**config.mk**
```make
export PLATFORM = sky130hd
export DESIGN_NAME = dual_gamepad_port_scanner
export DESIGN_NICKNAME = d
export VERILOG_FILES = /design/src/dgps_pkg.sv /design/src/dual_gamepad_port_scanner.sv
export SDC_FILE = /design/constraint.sdc
export NUM_CORES = 1
export LEC_CHECK = 0
export BUFFER_PORTS_ARGS = -buffer_cell sky130_fd_sc_hd__buf_4
export CAP_MARGIN = 15
export CORE_ASPECT_RATIO = 0.8
export CORE_UTILIZATION = 58
export DETAILED_ROUTE_END_ITERATION = 6
export GPL_ROUTABILITY_DRIVEN = 1
export PLACE_DENSITY = 0.79
export SLEW_MARGIN = 20
export SYNTH_ARGS = -nofsm -noshare
export SYNTH_HDL_FRONTEND = slang
export SYNTH_SLANG_ARGS = --single-unit
```
**constraint.sdc**
```tcl
create_clock -name clk -period 3.3 [get_ports clk]
set_input_delay 0.165 -clock clk [delete_from_list [all_inputs] [get_ports clk]]
set_output_delay 0.165 -clock clk [all_outputs]
set_load 0.01 [all_outputs]
```
**src/dgps_pkg.sv**
```systemverilog
package dgps_pkg;

  typedef struct packed {
    logic       accepted;
    logic [7:0] pin_byte;
  } in_t;

  typedef struct packed {
    logic       drive_valid;
    logic [7:0] drive_byte;
    logic [7:0] joystick;
  } out_t;

  typedef enum logic {
    MODE_SERIAL = 1'b0,
    MODE_MUX    = 1'b1
  } mode_t;

  localparam int PHASE_W = 6;

  localparam logic signed [PHASE_W-1:0] PHASE_START = -6'sd6;
  localparam logic signed [PHASE_W-1:0] PHASE_MIN   = -6'sd7;
  localparam logic signed [PHASE_W-1:0] PHASE_MAX   = 6'sd23;

  localparam logic [7:0] LATCH_BIT  = 8'h04;
  localparam logic [7:0] CLOCK_BIT  = 8'h08;
  localparam logic [7:0] SELECT_BIT = 8'h40;
  localparam logic [7:0] FIRST_MASK = 8'h80;
  localparam logic [7:0] DRIVE_IDLE = 8'hFF;
  localparam logic [7:0] DIR_MASK   = 8'h3F;
  localparam logic [7:0] LR_MASK    = 8'h0C;

  localparam int DATA_POS = 1;

  function automatic logic [7:0] remap_serial(input logic [7:0] b);
    return ~{b[4], b[5], b[7:6], b[3:0]};
  endfunction

  function automatic logic [7:0] remap_mux(input logic [7:0] s);
    return ~{s[7], s[5], s[6], s[4], s[0], s[1], s[2], s[3]};
  endfunction

endpackage

```
**src/dual_gamepad_port_scanner.sv**
```systemverilog
// The result of each accepted request is written into the output register.
// Throughput: one request per cycle; in_ready stays high unless the held result is stalled.
// Each request computes the next phase state and the result with combinational logic.
// Reset (rst, synchronous, active high): phase -6, multiplexed phase, drive 0xFF,
// collected bytes and joystick cleared, output register empty.
module dual_gamepad_port_scanner (
  input  logic           clk,
  input  logic           rst,
  input  logic           in_valid,
  output logic           in_ready,
  input  dgps_pkg::in_t  in_data,
  output logic           out_valid,
  input  logic           out_ready,
  output dgps_pkg::out_t out_data
);

  logic signed [dgps_pkg::PHASE_W-1:0] phase, phase_next;
  dgps_pkg::mode_t pad_mode, pad_mode_next;
  logic [7:0] bit_mask, bit_mask_next;
  logic [7:0] serial_pad_bits, serial_pad_bits_next;
  logic [7:0] mux_pad_bits, mux_pad_bits_next;
  logic [7:0] drive_latch, drive_latch_next;
  logic [7:0] joystick_state, joystick_state_next;
  logic       dv;
  logic       in_fire;
  logic       ok;
  logic [7:0] pins;
  dgps_pkg::out_t res;

  assign in_ready = !out_valid || out_ready;
  assign in_fire  = in_valid && in_ready;
  assign ok       = in_data.accepted;
  assign pins     = in_data.pin_byte;

  always_comb begin
    phase_next           = phase + 6'sd1;
    pad_mode_next        = pad_mode;
    bit_mask_next        = bit_mask;
    serial_pad_bits_next = serial_pad_bits;
    mux_pad_bits_next    = mux_pad_bits;
    drive_latch_next     = drive_latch;
    joystick_state_next  = joystick_state;
    dv                   = 1'b0;
    if (pad_mode == dgps_pkg::MODE_SERIAL) begin
      if (phase_next >= 6'sd0) begin
        if (phase_next == 6'sd0) begin
          bit_mask_next    = dgps_pkg::FIRST_MASK;
          drive_latch_next = drive_latch & ~dgps_pkg::LATCH_BIT;
        end else if (phase_next >= 6'sd4 && phase_next <= 6'sd19) begin
          if (phase_next[0]) begin
            drive_latch_next = drive_latch | dgps_pkg::CLOCK_BIT;
          end else begin
            drive_latch_next = drive_latch & ~dgps_pkg::CLOCK_BIT;
          end
        end else if (phase_next == 6'sd20) begin
          bit_mask_next = '0;
        end else if (phase_next == 6'sd22) begin
          drive_latch_next = drive_latch | dgps_pkg::LATCH_BIT;
        end else if (phase_next == dgps_pkg::PHASE_MAX) begin
          phase_next    = dgps_pkg::PHASE_START;
          pad_mode_next = dgps_pkg::MODE_MUX;
        end
        dv = 1'b1;
        if (!ok) begin
          phase_next = phase_next - 6'sd1;
        end else if (phase_next > 6'sd3 && phase_next < 6'sd20 && phase_next[0]) begin
          if (pins[dgps_pkg::DATA_POS]) begin
            serial_pad_bits_next = serial_pad_bits | bit_mask_next;
          end
          bit_mask_next = bit_mask_next >> 1;
        end
      end
    end else begin
      if (phase_next < 6'sd0) begin
        drive_latch_next = dgps_pkg::DRIVE_IDLE;
      end
      if (phase_next == 6'sd0) begin
        drive_latch_next = dgps_pkg::DRIVE_IDLE & ~dgps_pkg::SELECT_BIT;
      end else if (phase_next == 6'sd5) begin
        phase_next           = dgps_pkg::PHASE_START;
        mux_pad_bits_next    = '0;
        serial_pad_bits_next = '0;
        pad_mode_next        = dgps_pkg::MODE_SERIAL;
      end
      dv = 1'b1;
      if (!ok) begin
        phase_next = phase_next - 6'sd1;
      end else begin
        if (phase_next == 6'sd0) begin
          mux_pad_bits_next = mux_pad_bits | (pins & dgps_pkg::DIR_MASK);
        end
        if (phase_next == 6'sd4) begin
          mux_pad_bits_next = mux_pad_bits | {pins[5:4], 6'b0};
          if ((pins & dgps_pkg::LR_MASK) == 8'h00) begin
            joystick_state_next = dgps_pkg::remap_mux(mux_pad_bits_next);
          end else begin
            joystick_state_next = dgps_pkg::remap_serial(serial_pad_bits);
          end
        end
      end
    end
    res.drive_valid = dv;
    res.drive_byte  = dv ? drive_latch_next : 8'h00;
    res.joystick    = joystick_state_next;
  end

  always_ff @(posedge clk) begin
    if (rst) begin
      phase           <= dgps_pkg::PHASE_START;
      pad_mode        <= dgps_pkg::MODE_MUX;
      bit_mask        <= '0;
      serial_pad_bits <= '0;
      mux_pad_bits    <= '0;
      drive_latch     <= dgps_pkg::DRIVE_IDLE;
      joystick_state  <= '0;
      out_valid       <= 1'b0;
    end else begin
      if (in_fire) begin
        phase           <= phase_next;
        pad_mode        <= pad_mode_next;
        bit_mask        <= bit_mask_next;
        serial_pad_bits <= serial_pad_bits_next;
        mux_pad_bits    <= mux_pad_bits_next;
        drive_latch     <= drive_latch_next;
        joystick_state  <= joystick_state_next;
        out_valid       <= 1'b1;
      end else if (out_ready) begin
        out_valid <= 1'b0;
      end
    end
  end

  always_ff @(posedge clk) begin
    if (in_fire) begin
      out_data <= res;
    end
  end

  a_fire_gives_result: assert property (@(posedge clk) disable iff (rst)
    in_fire |=> out_valid)
    else $error("accepted request produced no result");

  a_phase_range: assert property (@(posedge clk) disable iff (rst)
    phase >= dgps_pkg::PHASE_MIN && phase <= dgps_pkg::PHASE_MAX)
    else $error("phase counter out of range");

  a_mask_onehot: assert property (@(posedge clk) disable iff (rst)
    $onehot0(bit_mask) && (pad_mode != dgps_pkg::MODE_MUX || bit_mask == 8'h00))
    else $error("serial bit selector corrupt");

  a_select_low_serial: assert property (@(posedge clk) disable iff (rst)
    pad_mode == dgps_pkg::MODE_SERIAL |-> !drive_latch[6])
    else $error("select not held low during serial phase");

endmodule
```
After elaboration in Yosys (flattened, before gate mapping)

Index checks and enable logic that the tools add are counted.

Add/subtract/negate cells: 3
$lt $le $gt $ge: 6
Equality and inequality tests: 7
Mux-type cells: 59
Bitwise operators: 6
Reduce and logical (&&, ||, !) cells: 17

Operators with widths:

| cell                                                                            | number |
|---|---|
| 8-bit 2-to-1 mux                                                                | 26 |
| 6-bit 2-to-1 mux                                                                | 14 |
| 6-bit == test, second input constant                                            | 3 |
| 4-bit 2-to-1 mux                                                                | 4 |
| 8-bit NOT                                                                       | 2 |
| 8-bit bitwise OR                                                                | 2 |
| 1-bit 2-to-1 mux                                                                | 13 |
| 6-bit by 4-bit == test with 1-bit output, second input constant                 | 2 |
| 6-bit zero test                                                                 | 2 |
| 6-bit by 2-bit subtractor with 6-bit output, second input constant              | 2 |
| 2-bit nonzero test                                                              | 5 |
| 8-bit zero test                                                                 | 1 |
| 8-bit by 6-bit bitwise OR with 8-bit output                                     | 1 |
| 7-bit AND reduction                                                             | 1 |
| 6-bit by 2-bit adder with 6-bit output, second input constant                   | 1 |
| 6-bit by 1-bit >= comparator with 1-bit output, second input constant           | 1 |
| 6-bit by 4-bit >= comparator with 1-bit output, second input constant           | 1 |
| 6-bit by 3-bit greater-than comparator with 1-bit output, second input constant | 1 |
| 6-bit less-or-equal comparator, second input constant                           | 1 |
| 6-bit by 1-bit < comparator with 1-bit output, second input constant            | 1 |
| 6-bit < comparator, second input constant                                       | 1 |
| 3-bit 2-to-1 mux                                                                | 2 |
| 1-bit logical AND                                                               | 4 |
| 3-bit AND reduction                                                             | 1 |
| 6 further kinds                                                                 | 6 |

Register bits after elaboration: 65
Input port bits: 13
Output and inout bits: 19
Word-level logic and storage cells: 109

Longest topological paths before layout

Gate-level depths: netlist of run 1.

Depth in word-level cells: 16
Depth in mapped cells: 13

Least setup slack after synthesis of run 1

No wires, ideal clock.

Path type: flip-flop to flip-flop
Start point: register phase[0] in the netlist's numbering
End point: register phase[4] in the netlist's numbering
Data arrival time: 2.539 ns
Required time: 3.176 ns
Path slack: 0.638 ns
Stages on the path, launching flop included: 14
Path buffers: 0
Period minus slack after synthesis: 2.662 ns
Cells stage by stage: dfxtp_1 -> ha_1 -> and3_1 -> xnor2_2 -> nor4_2 -> and2b_1 -> nor2_1 -> inv_1 -> ha_1 -> nor2b_1 -> nand3_1 -> xor2_1 -> mux2i_1 -> a21oi_1

Cells in the longest elaborated chain, start to end: 13

RTL lines:

| what                                        | line                             | source |
|---|---|---|
| start: declaration                          | dual_gamepad_port_scanner.sv:17  | `logic signed [dgps_pkg::PHASE_W-1:0] phase, phase_next;` |
| start signal: assignment                    | dual_gamepad_port_scanner.sv:109 | `phase <= dgps_pkg::PHASE_START;` |
| start signal: assignment                    | dual_gamepad_port_scanner.sv:119 | `phase <= phase_next;` |
| 6-bit by 2-bit adder with 6-bit output *    | dual_gamepad_port_scanner.sv:36  | `phase_next = phase + 6'sd1;` |
| 6-bit == test                               | dual_gamepad_port_scanner.sv:59  | `end else if (phase_next == dgps_pkg::PHASE_MAX) begin` |
| 6-bit 2-to-1 mux                            | dual_gamepad_port_scanner.sv:59  |  |
| 6-bit 2-to-1 mux                            | dual_gamepad_port_scanner.sv:57  | `end else if (phase_next == 6'sd22) begin` |
| 6-bit 2-to-1 mux                            | dual_gamepad_port_scanner.sv:55  | `end else if (phase_next == 6'sd20) begin` |
| 6-bit 2-to-1 mux                            | dual_gamepad_port_scanner.sv:49  | `end else if (phase_next >= 6'sd4 && phase_next <= 6'sd19) begin` |
| 6-bit 2-to-1 mux                            | dual_gamepad_port_scanner.sv:46  | `if (phase_next == 6'sd0) begin` |
| 6-bit 2-to-1 mux                            | dual_gamepad_port_scanner.sv:45  | `if (phase_next >= 6'sd0) begin` |
| 6-bit 2-to-1 mux                            | dual_gamepad_port_scanner.sv:44  | `if (pad_mode == dgps_pkg::MODE_SERIAL) begin` |
| 6-bit by 2-bit subtractor with 6-bit output | dual_gamepad_port_scanner.sv:65  | `phase_next = phase_next - 6'sd1;` |
| 6-bit 2-to-1 mux                            | dual_gamepad_port_scanner.sv:64  | `if (!ok) begin` |
| 6-bit 2-to-1 mux                            | dual_gamepad_port_scanner.sv:45  |  |
| 6-bit 2-to-1 mux *                          | dual_gamepad_port_scanner.sv:44  |  |

Mark *: on every way between the ends. The rest lies on a longest branch, timed or not. The select of a mux whose other input is x is not followed.
A chain may end at the register's enable or synchronous reset.

Worst setup path after layout of run 1

Start point: register phase[2] in the netlist's numbering
End point: register phase[4] in the netlist's numbering

The elaborated chain is that of the path after synthesis.

==> results of run 1 <==
worst max-delay path: stages (launching register included):
cell and delay [ns]:
dfxtp_1 0.57, and3_1 0.31, xnor2_2 0.18, nor4_2 0.34
and2b_1 0.25, nor2_1 0.09, inv_1 0.06, ha_1 0.12
nor2b_1 0.23, nand3_1 0.12, xor2_1 0.15, mux2i_1 0.16
a21oi_1 0.08
state kept, by name, indices dropped and copies added (netlist names):
name / flops
bit_mask: 8
drive_latch: 8
joystick_state: 8
mux_pad_bits: 8
out_data: 17
out_valid: 1
pad_mode: 1
phase: 6
serial_pad_bits: 8
worst max-delay path by stage:
stage,startpoint,endpoint,slack (ns),cells after the start
2_1_floorplan,phase[0],phase[4],0.64,13
3_3_place_gp,phase[2],phase[4],0.63,12
3_5_place_dp,phase[2],phase[4],0.60,12
4_1_cts,phase[2],phase[4],0.58,12
5_1_grt,phase[2],phase[4],0.29,12
6_report,phase[2],phase[4],0.51,12
stage by stage:
stage / total power, W / cells / area (um2) / util [%] / setup WS, ns
floorplan: 0.00101 / 341 / 3210 / - / 0.638
global placement: 0.00107 / 420 / 3480 / 67.5 / 0.632
detailed placement: 0.00107 / 420 / 3480 / 67.5 / 0.601
CTS: 0.00165 / 436 / 3650 / 70.8 / 0.576
global route: 0.00171 / 436 / 3650 / 70.8 / 0.294
finish: 0.00164 / 436 / 3650 / 70.8 / 0.511
cell type report:
class	count	area [um2]	share of cell area, %
repair buffers	38	285	7.82
clock buffers	9	124	3.40
well taps	62	77.6	2.13
flip-flops and latches	65	1470	40.4
clock inverters	7	46.3	1.27
inverters	9	33.8	0.927
multi-input cells	246	1610	44.1
metal layers:
metal | up-vias | track usage (%) | routed length (um)
li1 | 1301 | - | -
met1 | 1181 | 36.7 | 3220
met2 | 126 | 38.5 | 2960
met3 | 7 | 7.38 | 645
met4 | 0 | 7.84 | 44
met5 | - | 0 | 0
power by group through the flow:
| stage | logic, W | registers, W | clock network [W] |
|---|---|---|---|
| final | 0.000203 | 0.000856 | 0.000582 |
| after global routing | 0.000222 | 0.000859 | 0.000631 |
| after CTS | 0.000201 | 0.000856 | 0.000591 |
| after detailed placement | 0.000200 | 0.000874 | 0 |
| after global placement | 0.000196 | 0.000873 | 0 |
| after floorplan | 0.000129 | 0.000879 | 0 |
kinds of logic after synthesis:
logic type,after synthesis
xor+xnor,9
compound gates,82
fa+ha+maj,7
flops,65
buf+inv,30
mux,13
simple gates,135
placed cells by master, fill, tap and decap left out, types with 4 or more instances in the layout:
master,instances
mux2_2,6
a22o_1,14
nand2_1,15
ha_1,7
o21a_1,4
nand2b_1,8
clkbuf_8,9
inv_1,8
and3_1,5
nor3_1,15
mux2i_1,7
a22oi_1,6
nor2_1,54
a211oi_1,4
nand3_1,13
a21o_1,6
buf_4,38
o21ai_0,4
dfxtp_1,48
xnor2_1,5
a21oi_1,21
edfxtp_1,17
==> flow_summary.yaml, run 1 <==
outcome:
  status: "finished, final reports clean"
critical_path:
  startpoint_type: "flip-flop"
  cp-end-kind: "flip-flop"
  reg2reg_setup_slack_ns: 0.51
  crit_fanout: 14
  worstPathArrival_ns: 3.01
  timing.rr.start: "phase[2]"
  critPathRequiredTime_ns: 3.52
  reg2reg_depth: 12
  path_class: "flip-flop to flip-flop"
  r2r_end: "phase[4]"
place:
  gp_congestion: 0.903
  portBuffers: 29
  hpwl_mm: 4.73
synth:
  yosysMostFrequentCell: "nor2_1"
  ys_seq_elements: 65
  synth-xor-area-share_pct: 2.69
  synth_compound_gate_area_share_pct: 18.9
  synth.area.top_cells: "dfxtp_1, edfxtp_1, nor2_1"
  synthSimpleGateAreaFrac_pct: 21.5
  synth_area_um2: 3210
  yosysWarnings: 0
  synthAdderAreaFrac_pct: 2.73
  muxShareOfSynthArea_pct: 4.29
  netlist.top_cell.by_area: "dfxtp_1"
  ys_seq_area_share_pct: 45.9
  synth_top_family_by_area: "simple AND/OR/NAND/NOR gates"
  yosys.area.top_type_share_pct: 30.0
  synth_edf_count: 17
  synth.distinct_cells: 60
  async_reset_ff_share_pct: 0
  synth.avg_cell_area_um2: 9.40
  ys_top_cells_by_count: "nor2_1, dfxtp_1, a21oi_1, edfxtp_1, clkbuf_1"
  synthesis.nets: 361
  synth_top_flop_cell: "dfxtp_1"
  synth_cells: 341
floorplanning:
  rows: 23
  die-width_um: 85.1
  io_pins: 32
  initial_core_util_pct: 62.3
  dieArea_um2: 5830
  die_h_um: 68.5
  core-area_um2: 5150
timing:
  finalSetupViolCount: 0
  finalCritPeriodShare_pct: 84.5
  slew_viol_final: 0
  rsz0062_at_grt: "no"
  finalHoldViolations: 0
  worst_pin_slew_ns: 0.913
  min_period_ns: 2.79
  skew_ns: 0.00593
  tns_ns: 0
  max_freq_mhz: 359
  relSlewSlack_pct: 38.9
  hold_slack_ns: 0.0846
final_layout:
  finalNetCount: 389
  n_fill_cell: 389
  diodes: 0
  drive_gt1_share_pct: 19.5
  area_delta_synth_final_pct: 13.7
clock_network:
  cts-htree-levels: 3
  clock_path_buffers: 2
  clock-root-buffer: "clkbuf_8"
  cts.clk_slew.worst_paths_ns: 0.07
  holdBufCountCts: 0
  numCtsBuffers: 9
  worstSkewPairLatency_ns: 0.33
  post_cts_buffers: 0
  clock-sinks: 65
  cts_tree: "built"
  cts.repair.resized: 0
detailed_routing:
  drc: 0
  first_pass_iters: 7
  vias_per_cell: 6.00
  routedWlPerCell_um: 15.8
  ant_nets: 0
  vias: 2615
  dr.first_iter.drc_count: 239
  drt_wl_total_mm: 6.87
power_and_ir_drop:
  p_per_area_nw_per_um2: 450
  p_sw_share_pct: 27.3
  internal-power_w: 0.00119
  p_comb_share_pct: 12.4
  peakVddDrop_mv: 0.330
  p_sw_w: 0.000447
  leakage_nw: 1.43
  power_frac_clock_pct: 35.5
  p_seq_share_pct: 52.2
min_path:
  min_from: "in_data[3]"
  min_path_type: "input port to flip-flop"
  whs_path_depth: 3
  min_to: "mux_pad_bits[3]"
job:
  maxCapViolCount: 0
global_routing:
  grt_antenna_before_repair: 0
  grt_max_degree: 36
  grt_pass1_vias: 2298
  grt_pass1_wl_mm: 11.5
  grt.total_usage_pct: 25.9
  overflow: 0
(Power assumes the default switching activity.)
==> run 2, diff against run 1 <==
--- a/config.mk
+++ b/config.mk
@@ -8,10 +8,10 @@
 export BUFFER_PORTS_ARGS = -buffer_cell sky130_fd_sc_hd__buf_4
 export CAP_MARGIN = 15
 export CORE_ASPECT_RATIO = 0.8
-export CORE_UTILIZATION = 58
+export CORE_UTILIZATION = 53
 export DETAILED_ROUTE_END_ITERATION = 6
 export GPL_ROUTABILITY_DRIVEN = 1
-export PLACE_DENSITY = 0.79
+export PLACE_DENSITY = 0.76
 export SLEW_MARGIN = 20
 export SYNTH_ARGS = -nofsm -noshare
 export SYNTH_HDL_FRONTEND = slang
==> constraint.sdc (replaced) <==
create_clock -name clk -period 2.5 [get_ports clk]
set_input_delay 0.125 -clock clk [delete_from_list [all_inputs] [get_ports clk]]
set_output_delay 0.125 -clock clk [all_outputs]
set_load 0.01 [all_outputs]
==> flow_summary.yaml, run 2 (synthesis results as in run 1) <==
outcome:
  status: "finished, final reports clean"
final_layout:
  drive_gt1_share_pct: 26.5
  largest_reg_flops: 17
  stdcell_count: 474
  area_delta_synth_final_pct: 22.0
  mostFrequentLayoutCells: "buf_4, nor2_1, dfxtp_1"
  n_fill_cell: 456
  regMostFlops: "out_data"
  diodes: 0
  final_common_cell: "buf_4"
  finalNetCount: 411
  post-route-util_pct: 69.3
critical_path:
  cp-end-kind: "flip-flop"
  slowest_stage: "a21oi_1"
  crit_chain: "buf_4 -> a21bo_2 -> a32oi_2 -> buf_4 -> nor3_2 -> and3_1 -> a21oi_1 -> a22o_1"
  path_class: "flip-flop to flip-flop"
  startpoint_type: "flip-flop"
  worstPathArrival_ns: 2.68
  reg2reg_setup_slack_ns: 0.12
  crit_fanout: 9
  cp_common_cell: "buf_4"
  critPathRequiredTime_ns: 2.80
  cpPeakStageDelay_ns: 0.59
clock_network:
  cts-htree-levels: 3
  cts_tree: "built"
  numCtsBuffers: 9
  clock_path_buffers: 2
  cts.clk_slew.worst_paths_ns: 0.07
  worstSkewPairLatency_ns: 0.35
  clock-sinks: 65
  clock-root-buffer: "clkbuf_8"
global_routing:
  grt_pass1_vias: 2452
  grt_antenna_before_repair: 0
  grt_max_degree: 36
  grt.total_usage_pct: 25.7
  grt_pass1_wl_mm: 12.3
  overflow: 0
floorplanning:
  die-width_um: 89.0
  io_pins: 32
  core-area_um2: 5650
  rows: 24
  die_h_um: 71.6
  dieArea_um2: 6370
  initial_core_util_pct: 56.8
detailed_routing:
  ant_nets: 0
  first_pass_iters: 5
  dr.first_iter.drc_count: 171
  drt_wl_total_mm: 7.37
  drc: 0
  routedWlPerCell_um: 15.6
  vias_per_cell: 5.73
  vias: 2718
place:
  portBuffers: 29
  dpl.cell_count: 458
  gp_congestion: 0.946
  pre_cts_slack_ns: -0.101
  hpwl_mm: 5.18
timing:
  min_period_ns: 2.38
  worst_pin_slew_ns: 0.687
  finalSetupViolCount: 0
  relSlewSlack_pct: 54.2
  finalHoldViolations: 0
  tns_ns: 0
  setup_ws_ns: 0.120
  skew_ns: 0.00448
  finalCritPeriodShare_pct: 95.2
  max_freq_mhz: 420
  slew_viol_final: 0
  rsz0062_at_grt: "yes"
min_path:
  min_path_type: "input port to flip-flop"
power_and_ir_drop:
  power_w: 0.00231
  peakVddDrop_mv: 0.403
  leakage_nw: 1.55
  p_per_area_nw_per_um2: 591
job:
  maxCapViolCount: 0
run 2: cell types whose count changed in the layout (fill, tap and decap cells not counted), sizes merged:
cell    delta
clkinv     -1
buf       +22
bufinv     +1
run 2: repair_timing:
action / CTS / global route
buffers inserted: 0 / 0
endpoints found under the hold margin: 0 / 0
pin swaps: 0 / 1
gates resized for setup: 2 / 10
setup endpoints to repair: 9 / 22
hold buffers: 0 / 0
run 2: critical path, delay by kind of cell, from the launching register on:
| kind | cells | cell delay, ns |
|---|---|---|
| AO/OA/AOI/OAI | 4 | 1.37 |
| AND/OR/NAND/NOR | 2 | 0.29 |
| buffers and inverters | 2 | 0.34 |
| flip-flops | 1 | 0.32 |
run 2: power breakdown:
group          internal, W  switching [W]
Combinational     0.000128       0.000176
Sequential         0.00111      0.0000146
Clock             0.000458       0.000424
Total              0.00170       0.000614
run 2: stage by stage:
stage	hold WS, ns	area (um2)
after global placement	0.368	3670
after floorplan	0.254	3220
after CTS	0.0200	3880
after detailed placement	0.378	3670
final	0.0229	3910
after global routing	0.0374	3910
run 2: metal layers:
metal  vias up  routed length, um  GRT usage [%]
met5         -                  0              0
met4         0                 87           7.94
met3        13                557           7.95
met2       107               3080           35.5
met1      1255               3650           38.3
li1       1343                  -              -
run 2: cell type report:
cell class | count | area (um2) | area share (%)
sequential | 65 | 1470 | 37.7
multi-input combinational | 246 | 1660 | 42.4
tap | 78 | 97.6 | 2.50
inverter | 9 | 33.8 | 0.864
clock inverter | 7 | 70.1 | 1.79
clock buffer | 9 | 124 | 3.17
timing repair buffer | 60 | 454 | 11.6
run 2: path summary, 6_finish.rpt:
check | from | endpoint | depth (start not counted)
setup / recovery | phase[1] | serial_pad_bits[2] | 8
hold / removal | in_data[0] | mux_pad_bits[0] | 3
setup reg to reg | phase[1] | serial_pad_bits[2] | 8
hold reg to reg | drive_latch[7] | drive_latch[7] | 1
==> run 3, diff against run 2 <==
--- a/config.mk
+++ b/config.mk
@@ -5,7 +5,7 @@
 export SDC_FILE = /design/constraint.sdc
 export NUM_CORES = 1
 export LEC_CHECK = 0
-export BUFFER_PORTS_ARGS = -buffer_cell sky130_fd_sc_hd__buf_4
+export BUFFER_PORTS_ARGS = -buffer_cell sky130_fd_sc_hd__buf_2
 export CAP_MARGIN = 15
 export CORE_ASPECT_RATIO = 0.8
 export CORE_UTILIZATION = 53
==> flow_summary.yaml, run 3 (synthesis results as in run 1) <==
outcome:
  status: "finished, final reports clean"
place:
  gp_congestion: 0.880
  portBuffers: 29
  hpwl_mm: 5.18
  dpl_cell_area_um2: 3630
job:
  maxCapViolCount: 0
clock_network:
  clock-sinks: 65
  clock-root-buffer: "clkbuf_8"
  cts-htree-levels: 3
  cts.clk_slew.worst_paths_ns: 0.08
  numCtsBuffers: 9
  cts_tree: "built"
  clock_path_buffers: 2
  post_cts_buffers: 0
  worstSkewPairLatency_ns: 0.35
  holdBufCountCts: 0
final_layout:
  area_delta_synth_final_pct: 21.1
  regMostFlops: "out_data"
  finalNetCount: 412
  drive_gt1_share_pct: 27.2
  diodes: 0
  final_common_cell: "nor2_1"
  mostFrequentLayoutCells: "nor2_1, dfxtp_1, buf_2, buf_4, a21oi_1"
  largest_reg_flops: 17
  design_area_um2: 3880
global_routing:
  grt.total_usage_pct: 24.8
  grt_max_degree: 36
  grt_pass1_vias: 2388
  grt_antenna_before_repair: 0
  overflow: 0
  grt_pass1_wl_mm: 11.7
timing:
  relSlewSlack_pct: 49.6
  skew_ns: 0.0109
  max_freq_mhz: 418
  slew_viol_final: 0
  finalSetupViolCount: 0
  hold_slack_ns: 0.0366
  rsz0062_at_grt: "yes"
  finalHoldViolations: 0
  min_period_ns: 2.39
  worst_pin_slew_ns: 0.756
  finalCritPeriodShare_pct: 95.7
floorplanning:
  rows: 24
  die-width_um: 89.0
  dieArea_um2: 6370
  initial_core_util_pct: 56.8
  core-area_um2: 5650
  die_h_um: 71.6
  io_pins: 32
power_and_ir_drop:
  p_per_area_nw_per_um2: 586
  leakage_nw: 1.53
  peakVddDrop_mv: 0.395
critical_path:
  critPathRequiredTime_ns: 2.74
  reg2reg_setup_slack_ns: 0.11
  cp-end-kind: "flip-flop"
  startpoint_type: "flip-flop"
  crit_fanout: 15
  path_class: "flip-flop to flip-flop"
  worstPathArrival_ns: 2.64
detailed_routing:
  routedWlPerCell_um: 15.6
  first_pass_iters: 5
  drc: 0
  vias: 2733
  dr.first_iter.drc_count: 140
  drt_wl_total_mm: 7.42
  vias_per_cell: 5.75
  ant_nets: 0
min_path:
  min_path_type: "input port to flip-flop"
## run 3: cell types whose count changed in the layout (fill, tap and decap cells not counted), sizes merged
cell and delta:
buf +1, clkbuf +1, clkinv +1, clkinvlp -1, inv -1
## run 3: per-layer routing
| metal | global-route usage, % | up-vias | routed length (um) |
|---|---|---|---|
| met4 | 8.47 | 0 | 106 |
| met2 | 35.3 | 98 | 3240 |
| met3 | 5.88 | 11 | 523 |
| met1 | 37.0 | 1287 | 3560 |
| li1 | - | 1337 | - |
| met5 | 0 | - | 0 |
## run 3: report_power, final
part | switching (W) | total (W) | internal [W]
clock network | 0.000396 | 0.000849 | 0.000453
logic | 0.000177 | 0.000298 | 0.000122
registers | 0.0000151 | 0.00113 | 0.00111
## run 3: area by class of cell
type                    instances  area [um2]
multi-input cells             246        1670
inverters                       9        33.8
repair buffers                 61         414
fillers                       465        1760
well taps                      78        97.6
clock inverters                 6        58.8
flip-flops and latches         65        1480
clock buffers                  10         128
## run 3: worst paths after layout
check            startpoint        endpoint  depth (start not counted)
max                phase[0]        phase[2]                         13
min                in_valid       out_valid                          3
max reg2reg        phase[0]        phase[2]                         13
min reg2reg  drive_latch[1]  drive_latch[1]                          1
## run 3: stage by stage
stage / utilization, % / total power [W] / TNS (ns) / cells / worst slack [ns]
detailed placement: 64.3 / 0.00144 / -0.109 / 459 / -0.0470
floorplan: - / 0.00133 / 0 / 341 / 0.0515
CTS: 67.8 / 0.00227 / 0 / 475 / 0.00227
global placement: 64.3 / 0.00143 / 0 / 459 / 0.0281
finish: 68.8 / 0.00228 / 0 / 475 / 0.107
global route: 68.8 / 0.00237 / -0.0121 / 475 / -0.0121
## run 3: what timing repair did
action / in CTS / in global routing
setup endpoints to repair: 16 / 23
gates resized for setup: 2 / 14
pin swaps: 0 / 2
## run 3: worst max-delay path: stages (launching register included)
cell and delay (ns):
dfxtp_2 0.35, buf_4 0.13, buf_6 0.16, inv_1 0.11, ha_1 0.25, nand2_1 0.09
and2b_1 0.22, nor2_2 0.10, inv_1 0.05, ha_1 0.18, nor2b_4 0.13, buf_4 0.14
xnor2_1 0.14, a31o_2 0.24
